===== config.mk =====
export PLATFORM = sky130hd
export DESIGN_NAME = selective_repeat_receiver_core
export DESIGN_NICKNAME = d
export VERILOG_FILES = /design/src/hdl/srr_pkg.sv /design/src/hdl/selective_repeat_receiver_core.sv /design/src/hdl/srr_front.sv /design/src/hdl/srr_back.sv
export SDC_FILE = /design/constraint.sdc
export NUM_CORES = 1
export LEC_CHECK = 0
export ABC_AREA = 0
export BUFFER_PORTS_ARGS = -buffer_cell sky130_fd_sc_hd__buf_4
export CAP_MARGIN = 20
export CORE_ASPECT_RATIO = 1.2
export CORE_MARGIN = 3
export CORE_UTILIZATION = 60
export DETAILED_ROUTE_END_ITERATION = 8
export PLACE_DENSITY_LB_ADDON = 0.2
export SYNTH_ARGS = -nofsm -noshare
export SYNTH_HDL_FRONTEND = slang
export SYNTH_SLANG_ARGS = --single-unit
export TNS_END_PERCENT = 20

===== constraint.sdc =====
create_clock -name clk_i -period 11.3 [get_ports clk_i]
set_input_delay 1.695 -clock clk_i [delete_from_list [all_inputs] [get_ports clk_i]]
set_output_delay 1.695 -clock clk_i [all_outputs]
set_load 0.05 [all_outputs]

===== src/hdl/srr_pkg.sv =====
// ----------------------------------------------------------------------------
// srr_pkg
// Types, codes and defaults shared by the selective-repeat receiver modules.
// ----------------------------------------------------------------------------
package srr_pkg;

  localparam int unsigned SeqSpaceDef    = 8;
  localparam int unsigned PayloadBitsDef = 32;
  localparam int unsigned SeqW           = 8;
  localparam int unsigned WordW          = 32;

  // result kind codes
  localparam logic KIND_ACK     = 1'b0;
  localparam logic KIND_DELIVER = 1'b1;

  typedef struct packed {
    logic [SeqW-1:0]  seq_num;
    logic             checksum_ok;
    logic [WordW-1:0] payload_word;
  } srr_in_t;

  typedef struct packed {
    logic             result_kind;
    logic [SeqW-1:0]  ack_num;
    logic [WordW-1:0] delivered_payload;
    logic             last;
  } srr_out_t;

  // intact packet as handed from the front to the back
  typedef struct packed {
    logic [SeqW-1:0]  seq_num;
    logic             in_range;
    logic [WordW-1:0] payload_word;
  } srr_cmd_t;

  typedef enum logic [1:0] {
    ST_IDLE,
    ST_READ,
    ST_EMIT
  } back_state_e;

endpackage


===== src/hdl/selective_repeat_receiver_core.sv =====
// ----------------------------------------------------------------------------
// selective_repeat_receiver_core
// Selective-repeat ARQ receiver: drops corrupt packets, acknowledges intact
// ones, buffers those in the window and delivers in-order runs upward.
//
//   channel  direction  handshake                 payload
//   in       input      in_valid_i / in_stall_o   srr_in_t  (one packet)
//   out      output     out_valid_o / out_stall_i srr_out_t (ack or delivery)
//
// An acknowledgement is registered by the back end from its idle state; a run of
// in-order deliveries goes through ST_READ for the slot memory read, then ST_EMIT.
// A two-entry queue sits between front and back, so the front takes up to two
// packets ahead while the back delivers or the output is stalled, then stalls.
// Reset clears the base, head and slot marks at once; no clearing pass.
// A stall on the output holds the registered result and the back end.
// ----------------------------------------------------------------------------
module selective_repeat_receiver_core #(
  parameter int unsigned SEQ_SPACE    = srr_pkg::SeqSpaceDef,
  parameter int unsigned PAYLOAD_BITS = srr_pkg::PayloadBitsDef
) (
  input  logic              clk_i,
  input  logic              rst_ni,
  input  logic              in_valid_i,
  output logic              in_stall_o,
  input  srr_pkg::srr_in_t  in_item_i,
  output logic              out_valid_o,
  input  logic              out_stall_i,
  output srr_pkg::srr_out_t out_item_o
);
  import srr_pkg::*;

  logic     cmd_valid;
  logic     cmd_pop;
  srr_cmd_t cmd;

  srr_front #(
    .SEQ_SPACE (SEQ_SPACE)
  ) u_front (
    .clk_i       (clk_i),
    .rst_ni      (rst_ni),
    .in_valid_i  (in_valid_i),
    .in_stall_o  (in_stall_o),
    .in_item_i   (in_item_i),
    .cmd_valid_o (cmd_valid),
    .cmd_pop_i   (cmd_pop),
    .cmd_o       (cmd)
  );

  srr_back #(
    .SEQ_SPACE    (SEQ_SPACE),
    .PAYLOAD_BITS (PAYLOAD_BITS)
  ) u_back (
    .clk_i       (clk_i),
    .rst_ni      (rst_ni),
    .cmd_valid_i (cmd_valid),
    .cmd_pop_o   (cmd_pop),
    .cmd_i       (cmd),
    .out_valid_o (out_valid_o),
    .out_stall_i (out_stall_i),
    .out_item_o  (out_item_o)
  );

endmodule


===== src/hdl/srr_front.sv =====
// ----------------------------------------------------------------------------
// srr_front
// Accepts packets, drops corrupt ones, flags sequence numbers beyond the
// space and holds intact packets in a two-entry queue for the back end.
// ----------------------------------------------------------------------------
module srr_front #(
  parameter int unsigned SEQ_SPACE = srr_pkg::SeqSpaceDef
) (
  input  logic              clk_i,
  input  logic              rst_ni,
  input  logic              in_valid_i,
  output logic              in_stall_o,
  input  srr_pkg::srr_in_t  in_item_i,
  output logic              cmd_valid_o,
  input  logic              cmd_pop_i,
  output srr_pkg::srr_cmd_t cmd_o
);
  import srr_pkg::*;

  localparam logic [SeqW:0] SpaceLim = (SeqW + 1)'(SEQ_SPACE);

  logic [1:0] cnt_q, cnt_d;
  logic       wr_q, rd_q;
  logic       push, pop;
  srr_cmd_t   cmd_in;
  srr_cmd_t   buf_q [2];

  assign in_stall_o  = (cnt_q == 2'd2);
  assign cmd_valid_o = (cnt_q != 2'd0);
  assign push        = in_valid_i && !in_stall_o && in_item_i.checksum_ok;
  assign pop         = cmd_pop_i && cmd_valid_o;

  always_comb begin
    cmd_in.seq_num      = in_item_i.seq_num;
    cmd_in.in_range     = ({1'b0, in_item_i.seq_num} < SpaceLim);
    cmd_in.payload_word = in_item_i.payload_word;
  end

  always_comb begin
    cnt_d = cnt_q;
    if (push && !pop) begin
      cnt_d = cnt_q + 2'd1;
    end else if (pop && !push) begin
      cnt_d = cnt_q - 2'd1;
    end
  end

  always_ff @(posedge clk_i or negedge rst_ni) begin
    if (!rst_ni) begin
      cnt_q <= 2'd0;
      wr_q  <= 1'b0;
      rd_q  <= 1'b0;
    end else begin
      cnt_q <= cnt_d;
      if (push) begin
        wr_q <= !wr_q;
      end
      if (pop) begin
        rd_q <= !rd_q;
      end
    end
  end

  always_ff @(posedge clk_i) begin
    if (push) begin
      buf_q[wr_q] <= cmd_in;
    end
  end

  assign cmd_o = buf_q[rd_q];

endmodule


===== src/hdl/srr_back.sv =====
// ----------------------------------------------------------------------------
// srr_back
// Keeps the receive window: buffers in-window packets, acknowledges every
// intact packet and delivers the run of filled slots from the base in order.
// Slots live in a circular buffer; the head pointer follows the window base.
// ----------------------------------------------------------------------------
module srr_back #(
  parameter int unsigned SEQ_SPACE    = srr_pkg::SeqSpaceDef,
  parameter int unsigned PAYLOAD_BITS = srr_pkg::PayloadBitsDef
) (
  input  logic              clk_i,
  input  logic              rst_ni,
  input  logic              cmd_valid_i,
  output logic              cmd_pop_o,
  input  srr_pkg::srr_cmd_t cmd_i,
  output logic              out_valid_o,
  input  logic              out_stall_i,
  output srr_pkg::srr_out_t out_item_o
);
  import srr_pkg::*;

  localparam int unsigned Win   = SEQ_SPACE / 2;
  localparam int unsigned HW    = (Win > 1) ? $clog2(Win) : 1;
  localparam int unsigned BW    = $clog2(SEQ_SPACE);
  localparam int unsigned SlotW = (PAYLOAD_BITS < WordW) ? PAYLOAD_BITS : WordW;

  localparam logic [BW:0]   Space   = (BW + 1)'(SEQ_SPACE);
  localparam logic [BW:0]   WinOff  = (BW + 1)'(Win);
  localparam logic [HW:0]   WinExt  = (HW + 1)'(Win);
  localparam logic [BW-1:0] BaseMax = BW'(SEQ_SPACE - 1);
  localparam logic [HW-1:0] HeadMax = HW'(Win - 1);

  back_state_e state_q, state_d;

  logic [BW-1:0]  base_q, base_d;
  logic [HW-1:0]  head_q, head_d;
  logic [Win-1:0] filled_q, filled_d;
  logic           out_valid_q, out_valid_d;
  srr_out_t       out_q, out_d;

  logic [SlotW-1:0] slot_mem [Win];
  logic [SlotW-1:0] rd_data_q;

  logic [BW:0]   diff, off;
  logic          in_win, at_base;
  logic [HW:0]   addr_sum, addr_wrap;
  logic [HW-1:0] wr_addr, rd_addr, head_inc;
  logic          out_free, mem_we, ld_out, advance;

  assign out_free = !out_valid_q || !out_stall_i;
  assign head_inc = (head_q == HeadMax) ? '0 : head_q + HW'(1);

  // offset of the packet from the window base, modulo the sequence space
  always_comb begin
    diff      = {1'b0, cmd_i.seq_num[BW-1:0]} - {1'b0, base_q};
    off       = diff[BW] ? diff + Space : diff;
    in_win    = cmd_i.in_range && (off < WinOff);
    at_base   = in_win && (off == '0);
    addr_sum  = {1'b0, head_q} + {1'b0, off[HW-1:0]};
    addr_wrap = addr_sum - WinExt;
    wr_addr   = (addr_sum >= WinExt) ? addr_wrap[HW-1:0] : addr_sum[HW-1:0];
  end

  // next state
  always_comb begin
    state_d = state_q;
    case (state_q)
      ST_IDLE: begin
        if (cmd_valid_i && out_free && at_base) begin
          state_d = ST_READ;
        end
      end
      ST_READ: begin
        state_d = ST_EMIT;
      end
      ST_EMIT: begin
        if (out_free && !filled_q[head_inc]) begin
          state_d = ST_IDLE;
        end
      end
      default: begin
        state_d = ST_IDLE;
      end
    endcase
  end

  // outputs and datapath control
  always_comb begin
    cmd_pop_o = 1'b0;
    mem_we    = 1'b0;
    ld_out    = 1'b0;
    advance   = 1'b0;
    out_d     = out_q;
    case (state_q)
      ST_IDLE: begin
        if (cmd_valid_i && out_free) begin
          cmd_pop_o               = 1'b1;
          ld_out                  = 1'b1;
          out_d.result_kind       = KIND_ACK;
          out_d.ack_num           = cmd_i.seq_num;
          out_d.delivered_payload = '0;
          out_d.last              = !at_base;
          // keep the first copy of a duplicate
          mem_we                  = in_win && !filled_q[wr_addr];
        end
      end
      ST_EMIT: begin
        if (out_free) begin
          ld_out                  = 1'b1;
          advance                 = 1'b1;
          out_d.result_kind       = KIND_DELIVER;
          out_d.ack_num           = '0;
          out_d.delivered_payload = WordW'(rd_data_q);
          out_d.last              = !filled_q[head_inc];
        end
      end
      default: begin
      end
    endcase
  end

  // read ahead at the next slot while the current one goes out
  assign rd_addr = advance ? head_inc : head_q;

  always_comb begin
    filled_d = filled_q;
    base_d   = base_q;
    head_d   = head_q;
    if (mem_we) begin
      filled_d[wr_addr] = 1'b1;
    end
    if (advance) begin
      filled_d[head_q] = 1'b0;
      head_d           = head_inc;
      base_d           = (base_q == BaseMax) ? '0 : base_q + BW'(1);
    end
  end

  always_comb begin
    out_valid_d = out_valid_q;
    if (ld_out) begin
      out_valid_d = 1'b1;
    end else if (!out_stall_i) begin
      out_valid_d = 1'b0;
    end
  end

  always_ff @(posedge clk_i or negedge rst_ni) begin
    if (!rst_ni) begin
      state_q     <= ST_IDLE;
      base_q      <= '0;
      head_q      <= '0;
      filled_q    <= '0;
      out_valid_q <= 1'b0;
    end else begin
      state_q     <= state_d;
      base_q      <= base_d;
      head_q      <= head_d;
      filled_q    <= filled_d;
      out_valid_q <= out_valid_d;
    end
  end

  always_ff @(posedge clk_i) begin
    if (ld_out) begin
      out_q <= out_d;
    end
  end

  always_ff @(posedge clk_i) begin
    if (mem_we) begin
      slot_mem[wr_addr] <= cmd_i.payload_word[SlotW-1:0];
    end
    rd_data_q <= slot_mem[rd_addr];
  end

  assign out_valid_o = out_valid_q;
  assign out_item_o  = out_q;

  // the base slot is always empty between packets
  a_base_empty_idle: assert property (@(posedge clk_i) disable iff (!rst_ni)
    (state_q == ST_IDLE) |-> !filled_q[head_q])
    else $error("base slot filled while idle");

  a_emit_filled: assert property (@(posedge clk_i) disable iff (!rst_ni)
    (state_q == ST_EMIT) |-> filled_q[head_q])
    else $error("delivering from an empty slot");

  a_read_then_emit: assert property (@(posedge clk_i) disable iff (!rst_ni)
    (state_q == ST_READ) |=> (state_q == ST_EMIT))
    else $error("memory read not followed by delivery");

  a_no_pop_busy: assert property (@(posedge clk_i) disable iff (!rst_ni)
    (state_q != ST_IDLE) |-> !cmd_pop_o)
    else $error("packet taken while a run is in delivery");

endmodule

Yosys cells after proc, flatten, opt, wreduce, memory -nomap -nowiden --
Memories as Yosys holds them, arrays and structs flattened. A register that Yosys moved wholly into a read port is not among the register bits. Index checks and enable logic that the tools add are counted.
Storage, ports and cells: bits in registers 58, latch bits 0, bits in writable memories 210, ROM bits 0, word-level logic and storage cells 110, memories kept 2
Memory list:
- u_back.slot_mem | depth 4, bits a word 32, read ports 1, clocked after Yosys merged registers in 1, write ports 1, RTL line srr_back.sv:41 | logic [SlotW-1:0] slot_mem [Win];
- u_front.buf_q | depth 2, bits a word 41, read ports 1, clocked after Yosys merged registers in 0, write ports 1, RTL line srr_front.sv:26 | srr_cmd_t buf_q [2];
Operators by class: add/sub/neg operators 8, multiply operators 0, divide/modulo/power cells 0, magnitude comparators 8, equal/unequal tests 10, shifts and indexed selects 0, multiplexer cells 36, bitwise operators 3, reductions and logical operators 31
Operators by type and width (count):
- two-way mux 42 bit | 2
- one-hot mux 42 bit (2 select lines) | 1
- two-way mux 1 bit | 16
- two-way mux 2 bit | 7
- logical AND 1 bit | 13
- two-way mux 4 bit | 3
- zero test 1 bit | 10
- != test 2 x 1 -> 1 bit, second input constant | 5
- < comparator 2 x 3 -> 1 bit, second input constant | 3
- < comparator 8 x 4 -> 1 bit, second input constant | 1
- equality test 2 bit, second input constant | 3
- one-hot mux 2 bit (3 select lines) | 1
- nonzero test 2 bit | 3
- adder 2 x 1 -> 2 bit, second input constant | 2
- adder 4 bit, second input constant | 1
- bitwise AND 4 bit | 1
- binary-select mux 1 bit (select 2 bit) | 2
- demux 1 bit (select 2 bit) | 2
- >= comparator 2 x 1 -> 1 bit, second input constant | 2
- zero test 4 bit | 1
- < comparator 4 x 3 -> 1 bit, second input constant | 1
- inverter 4 bit | 1
- bitwise OR 4 bit | 1
- AND reduction 4 bit | 1
- other kinds (12) | 13

Depth between registers and ports, before layout --
Gate-level depths: netlist of the first run. An unclocked memory read counts as a cell.
depth in word-level cells 16, depth in mapped cells 11

Hierarchy --
From an unflattened synthesis of the first run, not the netlist that was laid out.
Unflattened totals: cells, all modules 896, area, all modules 12513.3 sq um
By module, submodules not included:
- srr_back | instances 1, cells an instance 748, area an instance 9310.2 sq um
- srr_front | instances 1, cells an instance 148, area an instance 3203.1 sq um

Least setup slack after synthesis of the first run --
No wires, ideal clock.
path type in2reg, start point in out_stall_i, end point mem u_back.slot_mem[2][0] (netlist name), enable pin, setup time 0.501 ns, arrival time 6.061 ns, data required time 10.799 ns, path slack 4.738 ns, stages on the path 6, cells stage by stage and2_4 > buf_6 > or4_1 > buf_2 > or3b_4 > nor4_1
Between the ends: cells in the longest elaborated chain, start to end 7
RTL lines:
- from (decl) | RTL line selective_repeat_receiver_core.sv:27 | input logic out_stall_i,
- zero test 1 bit | RTL line srr_back.sv:50 | assign out_free = !out_valid_q || !out_stall_i;
- logical OR 1 bit | RTL line srr_back.sv:50
- logical AND 1 bit | RTL line srr_back.sv:96 | if (cmd_valid_i && out_free) begin
- two-way mux 1 bit | RTL line srr_back.sv:96
- two-way mux 1 bit | RTL line srr_back.sv:94 | case (state_q)
- two-way mux 1 bit | RTL line srr_back.sv:171 | if (mem_we) begin
- two-way mux 1 bit (not written as such) | RTL line srr_back.sv:172 | slot_mem[wr_addr] <= cmd_i.payload_word[SlotW-1:0];
- to (decl) | RTL line srr_back.sv:41
No other way between the ends.

Worst setup path after layout of the first run --
start point reg u_front.rd_q, end point mem u_back.slot_mem[2][5] (netlist name), enable pin
Between the ends: cells in the longest elaborated chain, start to end 15, elaborated cells between the ends (all ways) 18
RTL lines:
- from (decl) | RTL line srr_front.sv:23 | logic wr_q, rd_q;
- from (signal assigned) | RTL line srr_front.sv:59 | rd_q <= !rd_q;
- memory read (2 x 41 bit) *
- subtractor 3 x 3 -> 4 bit | RTL line srr_back.sv:55 | diff = {1'b0, cmd_i.seq_num[BW-1:0]} - {1'b0, base_q};
- adder 4 bit | RTL line srr_back.sv:56 | off = diff[BW] ? diff + Space : diff;
- two-way mux 4 bit | RTL line srr_back.sv:56
- adder 2 x 2 -> 3 bit | RTL line srr_back.sv:59 | addr_sum = {1'b0, head_q} + {1'b0, off[HW-1:0]};
- >= comparator 3 bit / subtractor 2 x 1 -> 2 bit (equally long branches) | RTL line srr_back.sv:61, srr_back.sv:60
- two-way mux 2 bit | RTL line srr_back.sv:61 | wr_addr = (addr_sum >= WinExt) ? addr_wrap[HW-1:0] : addr_sum[HW-1:0];
- binary-select mux 1 bit (select 2 bit) | RTL line srr_back.sv:104 | mem_we = in_win && !filled_q[wr_addr];
- two-way mux 1 bit (not written as such) | RTL line srr_back.sv:104
- zero test 1 bit | RTL line srr_back.sv:104
- logical AND 1 bit | RTL line srr_back.sv:104
- two-way mux 1 bit | RTL line srr_back.sv:96
- two-way mux 1 bit | RTL line srr_back.sv:94
- two-way mux 1 bit | RTL line srr_back.sv:171
- two-way mux 1 bit (not written as such) | RTL line srr_back.sv:172
Mark *: on every way between the ends. The rest lies on a longest branch, timed or not. The select of a mux whose other input is x is not followed.

==> results of run 1 <==
-- cells in the mapped netlist (all sizes together) (2+ instances only) --
cell	n
xor2	4
dfrtp	16
inv	7
or3	65
a21oi	36
nor2b	3
or4	2
or3b	2
nand2	46
mux2i	8
ha	9
o21ai	5
clkbuf	36
edfxtp	252
nand2b	3
nor3	7
buf	17
mux2	97
nor2	144
a2bb2oi	2
a32oi	32
xnor2	5
dfxtp	32
and2	35
-- report_power, final --
part | switching, mW | internal, mW
Combinational | 0.954 | 0.526
Clock | 0.389 | 0.660
Sequential | 0.143 | 1.58
Total | 1.49 | 2.76
-- routing by layer --
layer,part of all wire (%),vias to the layer above,track usage (%)
li1,-,3359,-
met1,42,3496,27.5
met2,51,190,35.5
met5,0,-,0
met4,2.3,0,6.00
met3,4.6,38,2.60
-- state kept, by name (all words and copies together), names as in the netlist, 2 cells and up --
signal             count
u_front.cnt_q          2
u_front.buf_q         82
u_back.slot_mem      128
u_back.head_q          2
u_back.filled_q        4
u_back.out_item_o     42
u_back.rd_data_q      32
u_back.state_q         2
u_back.base_q          3
-- area by class of cell --
cell class	count	area share, %
Tap cell	261	2.29
Multi-Input combinational cell	514	24.3
Sequential cell	300	60.5
Clock buffer	34	5.30
Timing Repair Buffer	99	5.30
Clock inverter	19	2.13
Inverter	8	0.211
-- metrics by stage --
stage	hold WS, ps	power (mW)	setup WS [ps]
6_report	501	4.25	6790
5_1_grt	513	4.47	6470
4_1_cts	503	4.27	6690
3_5_place_dp	488	3.21	6600
3_3_place_gp	484	3.18	6550
2_1_floorplan	456	2.80	4740
-- path summary, 6_finish.rpt --
path,endpoint,from,depth (start not counted)
min in group asynchronous,u_back.base_q[2]$_DFFE_PN0P_,rst_ni,1
max in group asynchronous,u_back.head_q[0]$_DFF_PN0_,rst_ni,1
setup / recovery,u_back.slot_mem[2][5]$_DFFE_PP_,u_front.rd_q$_DFFE_PN0P_,10
hold / removal,u_back.out_item_o[7]$_SDFFCE_PN0P_,u_back.rd_data_q[6]$_DFF_P_,1
setup reg to reg,u_back.slot_mem[2][5]$_DFFE_PP_,u_front.rd_q$_DFFE_PN0P_,10
hold reg to reg,u_back.out_item_o[7]$_SDFFCE_PN0P_,u_back.rd_data_q[6]$_DFF_P_,1
-- kinds of logic (layout without fill, tap and decap cells) --
| logic type | Yosys count | after routing | share of synthesized area, % |
|---|---|---|---|
| adders and majority gates | 10 | 10 | 1.08 |
| AOI/OAI and AO/OA | 78 | 78 | 4.29 |
| DFF | 300 | 300 | 70.3 |
| muxes | 105 | 105 | 9.57 |
| buffers and inverters | 61 | 160 | 2.00 |
| xor gates and xnor gates | 9 | 9 | 0.643 |
| and+or+nand+nor | 312 | 312 | 12.1 |
-- worst max-delay path, cell delays in order (launching register included) --
cell,delay (ps)
dfrtp_2,740
buf_4,460
mux2i_1,300
ha_1,180
inv_1,50
fa_1,360
xor2_1,160
xnor2_1,160
or3b_4,440
nor4_2,730
buf_4,530
==> impl_results.rst, run 1 <==
.. list-table::
   :header-rows: 1

   * - Metric
     - Value
   * - Total congestion overflow
     - 0
   * - Achievable clock frequency
     - approximately 220 MHz
   * - Power density normalized to cell area
     - around 300 mW/mm^2
   * - Starting Density
     - between 60% and 70%
   * - Critical path capture point type
     - flop
   * - Wire length per cell
     - around 18 microns
   * - Ports placed on the boundary
     - 89
   * - Hold Violations, Final
     - 0
   * - Maximum root-to-sink buffer count
     - 3
   * - Setup_tns
     - 0 ps
   * - Sequential cell area
     - between 0.008 and 0.009 sq mm
   * - DRT Pass-1 Iters
     - 5
   * - Global-route wire length before repair
     - roughly 36,000 microns
   * - Post-CTS repair timing setup buffer count
     - 0
   * - Area post-placement
     - 0.0132 sq mm
   * - Register area share after synthesis
     - 70.3%
   * - Final min period
     - around 4500 ps
   * - Avg Cell Area, Syn
     - ~14 sq um
   * - Clock slew at the register clock pins of the worst setup and hold paths
     - around 60 ps
   * - Setup skew after layout
     - 11.1 ps
   * - Run status
     - completed
   * - Die Span Y
     - around 160 microns
   * - Placed Instances
     - about 1,200
   * - Total number of nets in the final design
     - just over 1,000
   * - Filler instances
     - 1,311
   * - Most frequent standard cell in the layout excluding fill and tap cells
     - edfxtp_1
   * - Total of flip-flops plus latches after synthesis
     - 300
   * - Post-synth cell types
     - 39
   * - Core Rows
     - between 50 and 60
   * - Critical path data required time
     - roughly 11,000 ps
   * - Starting DRT DRC Count
     - roughly 470
   * - Worst vdd rail ir drop
     - roughly 0.00024 V
   * - Number of gates resized after cts
     - 0
   * - Post-layout instance count excluding filler cells
     - about 1,200
   * - Root buffer cell
     - clkbuf_16
   * - Vias
     - 7,083
   * - Routed vias/inst
     - between 5 and 6
   * - IO buf count
     - 88
   * - Tightest Pin Transition
     - 1090 ps
   * - Commonest register cell after synthesis
     - edfxtp_1
   * - TritonCTS clock tree
     - built
   * - Cell leakage power
     - approximately 5.2 nW
   * - Total global-route track usage
     - between 20% and 30%
   * - Initial antenna violation count
     - 0
   * - Clock tree sinks
     - 300
   * - Cells after Synth
     - just under 900
   * - Syn_nets
     - between 900 and 1,000
   * - Arrival time of the worst setup path
     - between 4000 and 5000 ps
   * - Number of warnings reported in the yosys synthesis log
     - 0
   * - Final weighted congestion in routability-driven placement
     - between 0.7 and 0.8
   * - Area occupied by multi-input gates
     - 0.00346 sq mm
   * - Final non-filler cell area
     - approximately 0.014 sq mm
   * - Setup violation total in the final timing report
     - 0
   * - DRT Wirelength
     - 22,700 microns
   * - Max_slew headroom
     - a little over a quarter
   * - Slack of the worst reg-to-reg path
     - 6790 ps
   * - Part of the cycle the worst path needs
     - between 30% and 40%
   * - Biggest area contributors in the synthesized netlist
     - edfxtp_1 (62%), mux2_2 (8.9%), dfxtp_1 (5.2%)
   * - Max-cap check violation count
     - 0
   * - Unrepaired setup endpoints after global routing
     - no
   * - Crit path max fanout
     - 27
   * - Crit start category
     - flop
   * - Async S/R FF share, synth
     - under 10%
   * - H-tree level count
     - 1
   * - Category of the most critical setup path
     - flop to flop
   * - Number of hold buffers added after cts
     - 0
   * - Final core occ
     - 71.8%
   * - Std-Cell Core Area
     - 0.0198 sq mm
   * - Pin count of the biggest net entering global routing
     - 73
   * - Full die area
     - 0.0222 sq mm
   * - Final Slew Violations
     - 0
   * - Fraction of final layout cells sized beyond drive strength 1
     - a little over a quarter
   * - Remaining antenna violation count
     - 0
   * - Insertion delay of the later-clocked pin in the worst-skew pair
     - about 530 ps
   * - Number of enable flip-flop cells after synthesis
     - between 200 and 300
   * - CTS buffer count
     - 29
   * - Synth-to-Final Area Change
     - 16.3%
   * - Mapped Area
     - about 0.012 sq mm
   * - Top cell type's share of synthesized area
     - about three fifths
   * - # diodes
     - 0
   * - Cell type with the largest total area after synthesis
     - edfxtp_1
   * - Number of global-route vias before repair
     - about 7,000
   * - HPWL Detailed
     - around 12,000 microns
   * - Worst hold path class
     - flop to flop
   * - Highest-count cells in the layout ignoring fill and taps
     - edfxtp_1 (252), nor2_1 (142), buf_4 (98)
   * - Number of DRC violations after detailed routing
     - 0
   * - Width of the chip
     - 136 microns
(Power assumes the default switching activity.)
==> run 2, diff against run 1 <==
- clock period: 11.3 -> 4.7 ns (I/O delays scaled with it)
==> run 2 against run 1 <==
Net effect:
- count of clock-buffer cells in the layout up 7
- final area decreased by 0.40%
- sequential cell count did not move
- largest cell class unchanged
- sequential share of layout area up 0.24 points
- sequential power is 140% higher
- worst hold slack worse by 470 ps
- clock power rose by 110%
- final cell count rose by 0.40%
- wire length increased by 1.3%
- global-route usage increased by 0.48 points
==> impl_results.rst, run 2 (synthesis gave the netlist of run 1 again) <==
.. list-table::
   :header-rows: 1

   * - Metric
     - Value
   * - Run status
     - completed
   * - Starting Density
     - 61.8% (unchanged)
   * - TritonCTS clock tree
     - built
   * - Vias
     - 7,103 (+0.28%)
   * - Number of hold buffers added after cts
     - 0 (unchanged)
   * - Max-cap check violation count
     - 0 (unchanged)
   * - Maximum root-to-sink buffer count
     - 3 (unchanged)
   * - Pin count of the biggest net entering global routing
     - 79 (+8.2%)
   * - Number of gates resized after cts
     - 0 (unchanged)
   * - Slowest stage cell on the critical path
     - or3b_4
   * - Total global-route track usage
     - 21.0% (+0.48 points)
   * - Die Span Y
     - 163 microns (unchanged)
   * - Clock tree sinks
     - 300 (unchanged)
   * - Starting DRT DRC Count
     - 515 (+11%)
   * - Crit path max fanout
     - 18 (-33%)
   * - Worst vdd rail ir drop
     - 0.000432 V (+78%)
   * - Worst hold margin
     - 34.8 ps (-466 ps)
   * - Core Rows
     - 56 (unchanged)
   * - DRT Pass-1 Iters
     - 5 (unchanged)
   * - Total congestion overflow
     - 0 (unchanged)
   * - Clock slew at the register clock pins of the worst setup and hold paths
     - 60 ps (about the same)
   * - Setup violation total in the final timing report
     - 0 (unchanged)
   * - Max_slew headroom
     - 33.6% (+6.4 points)
   * - Number of global-route vias before repair
     - 7,329 (+4.5%)
   * - # diodes
     - 0 (unchanged)
   * - Power density normalized to cell area
     - 701 mW/mm^2 (+140%)
   * - Cells along the critical path
     - mux2i_1 -> ha_1 -> inv_1 -> fa_1 -> xor2_1 -> xnor2_1 -> or3b_4 -> or3b_1 -> nor2_4 -> buf_4
   * - Width of the chip
     - 136 microns (unchanged)
   * - Number of flip-flops in the largest register
     - 128 (unchanged)
   * - Final Slew Violations
     - 0 (unchanged)
   * - Remaining antenna violation count
     - 0 (unchanged)
   * - Std-Cell Core Area
     - 0.0198 sq mm (unchanged)
   * - Endpoint of the lowest-slack register-to-register path
     - u_back.slot_mem[3][2]$_DFFE_PP_
   * - Worst R2R Start
     - u_front.rd_q$_DFFE_PN0P_
   * - CTS buffer count
     - 29 (unchanged)
   * - Routed vias/inst
     - 5.73 (-0.12%)
   * - Most frequent standard cell in the layout excluding fill and tap cells
     - edfxtp_1
   * - Category of the most critical setup path
     - flop to flop
   * - Root buffer cell
     - clkbuf_16
   * - Insertion delay of the later-clocked pin in the worst-skew pair
     - 530 ps (about the same)
   * - Global-route wire length before repair
     - 37,000 microns (+2.9%)
   * - Tightest Pin Transition
     - 995 ps (-93.8 ps)
   * - Critical path startpoint
     - u_front.rd_q$_DFFE_PN0P_
   * - Crit start category
     - flop
   * - Part of the cycle the worst path needs
     - 77.9% (+38 points)
   * - Total number of nets in the final design
     - 1,012 (+0.50%)
   * - HPWL Detailed
     - 13,500 microns (+8.0%)
   * - IO buf count
     - 88 (unchanged)
   * - Arrival time of the worst setup path
     - 3860 ps (-820 ps)
   * - Setup_tns
     - 0 ps (unchanged)
   * - Critical path endpoint
     - u_back.slot_mem[3][2]$_DFFE_PP_
   * - Worst hold path class
     - input pin to async pin
   * - Delay contributed by the slowest stage of the critical path
     - 450 ps (-290 ps)
   * - Synth-to-Final Area Change
     - 15.8%
   * - Slack of the worst reg-to-reg path
     - 1040 ps (-5750 ps)
   * - Hold Violations, Final
     - 0 (unchanged)
   * - Cell leakage power
     - 5.18 nW (-0.31%)
   * - Achievable clock frequency
     - 273 MHz (+23%)
   * - Initial antenna violation count
     - 0 (unchanged)
   * - Final weighted congestion in routability-driven placement
     - 0.790 (+4.5%)
   * - Number of DRC violations after detailed routing
     - 0 (unchanged)
   * - Wire length per cell
     - 18.5 microns (+0.88%)
   * - H-tree level count
     - 1 (unchanged)
   * - Highest-count cells in the layout ignoring fill and taps
     - edfxtp_1 (252), nor2_1 (142), buf_4 (102)
   * - Fraction of final layout cells sized beyond drive strength 1
     - 26.8% (+0.27 points)
   * - Unrepaired setup endpoints after global routing
     - no
   * - Register with the most flip-flops
     - u_back.slot_mem
   * - Setup skew after layout
     - 16.8 ps (+5.64 ps)
   * - Post-CTS repair timing setup buffer count
     - 0 (unchanged)
   * - Ports placed on the boundary
     - 89 (unchanged)
   * - Critical path data required time
     - 4900 ps (-6570 ps)
   * - DRT Wirelength
     - 23,000 microns (+1.3%)
   * - Critical path capture point type
     - flop
   * - Full die area
     - 0.0222 sq mm (unchanged)
   * - Path depth of the worst reg2reg path
     - 10 (unchanged)
   * - Final min period
     - 3660 ps (-846 ps)
==> run 2: changes by cell type in the layout (fill, tap and decap cells not counted), sizes merged <==
| cell | delta |
|---|---|
| buf | +5 |
| bufinv | -7 |
| clkbuf | +7 |
| clkinv | -1 |
| inv | +1 |
==> run 2: routing by layer <==
| layer | vias to the layer above | routed length, microns | GRT usage [%] |
|---|---|---|---|
| li1 | 3375 | - | - |
| met2 | 169 | 11800 | 37.0 |
| met5 | - | 0 | 0 |
| met3 | 36 | 1140 | 3.12 |
| met4 | 0 | 452 | 6.32 |
| met1 | 3523 | 9570 | 27.1 |
==> run 2: report_power, final <==
part,total [mW],internal [mW],leakage [nW],switching (mW)
combinational,3.64,1.30,1.93,2.34
clock,2.23,1.31,0.459,0.920
sequential,4.08,3.78,2.79,0.294
==> run 2: through the flow <==
| stage | total power [mW] | utilization, % | setup slack, ps | std cells | area (sq um) |
|---|---|---|---|---|---|
| after floorplan | 6.75 | - | 60.8 | 875 | 12300 |
| after global placement | 7.68 | 66.7 | 1080 | 1186 | 13200 |
| after detailed placement | 7.78 | 66.7 | 994 | 1186 | 13200 |
| after CTS | 10.0 | 71.5 | 998 | 1239 | 14200 |
| after global routing | 10.5 | 71.6 | 814 | 1240 | 14200 |
| final | 9.95 | 71.6 | 1040 | 1240 | 14200 |
==> run 2: area by class of cell <==
cell class              count  area [sq um]
fillers                  1326          5640
multi-input cells         514          3470
inverters                   8          30.0
clock inverters            12          92.6
clock buffers              41           851
flip-flops and latches    300          8610
repair buffers            104           806
well taps                 261           327
==> run 2: worst min path at each step <==
stage                                start                            endpoint  slack (ps)
2_1_floorplan                       rst_ni        u_back.base_q[0]$_DFFE_PN0P_         410
3_3_place_gp   u_back.rd_data_q[8]$_DFF_P_  u_back.out_item_o[9]$_SDFFCE_PN0P_         490
3_5_place_dp   u_back.rd_data_q[2]$_DFF_P_  u_back.out_item_o[3]$_SDFFCE_PN0P_         490
4_1_cts                             rst_ni        u_back.base_q[0]$_DFFE_PN0P_          20
5_1_grt                             rst_ni        u_back.base_q[0]$_DFFE_PN0P_          20
6_report                            rst_ni        u_back.base_q[0]$_DFFE_PN0P_          30
==> run 2: critical path: cells and delay by family, from the launching register on <==
family	cells	cell delay, ps
and+or+nand+nor	3	1310
adders and majority gates	2	530
buffers and inverters	2	450
DFF	1	430
xor gates and xnor gates	2	340
muxes	1	260
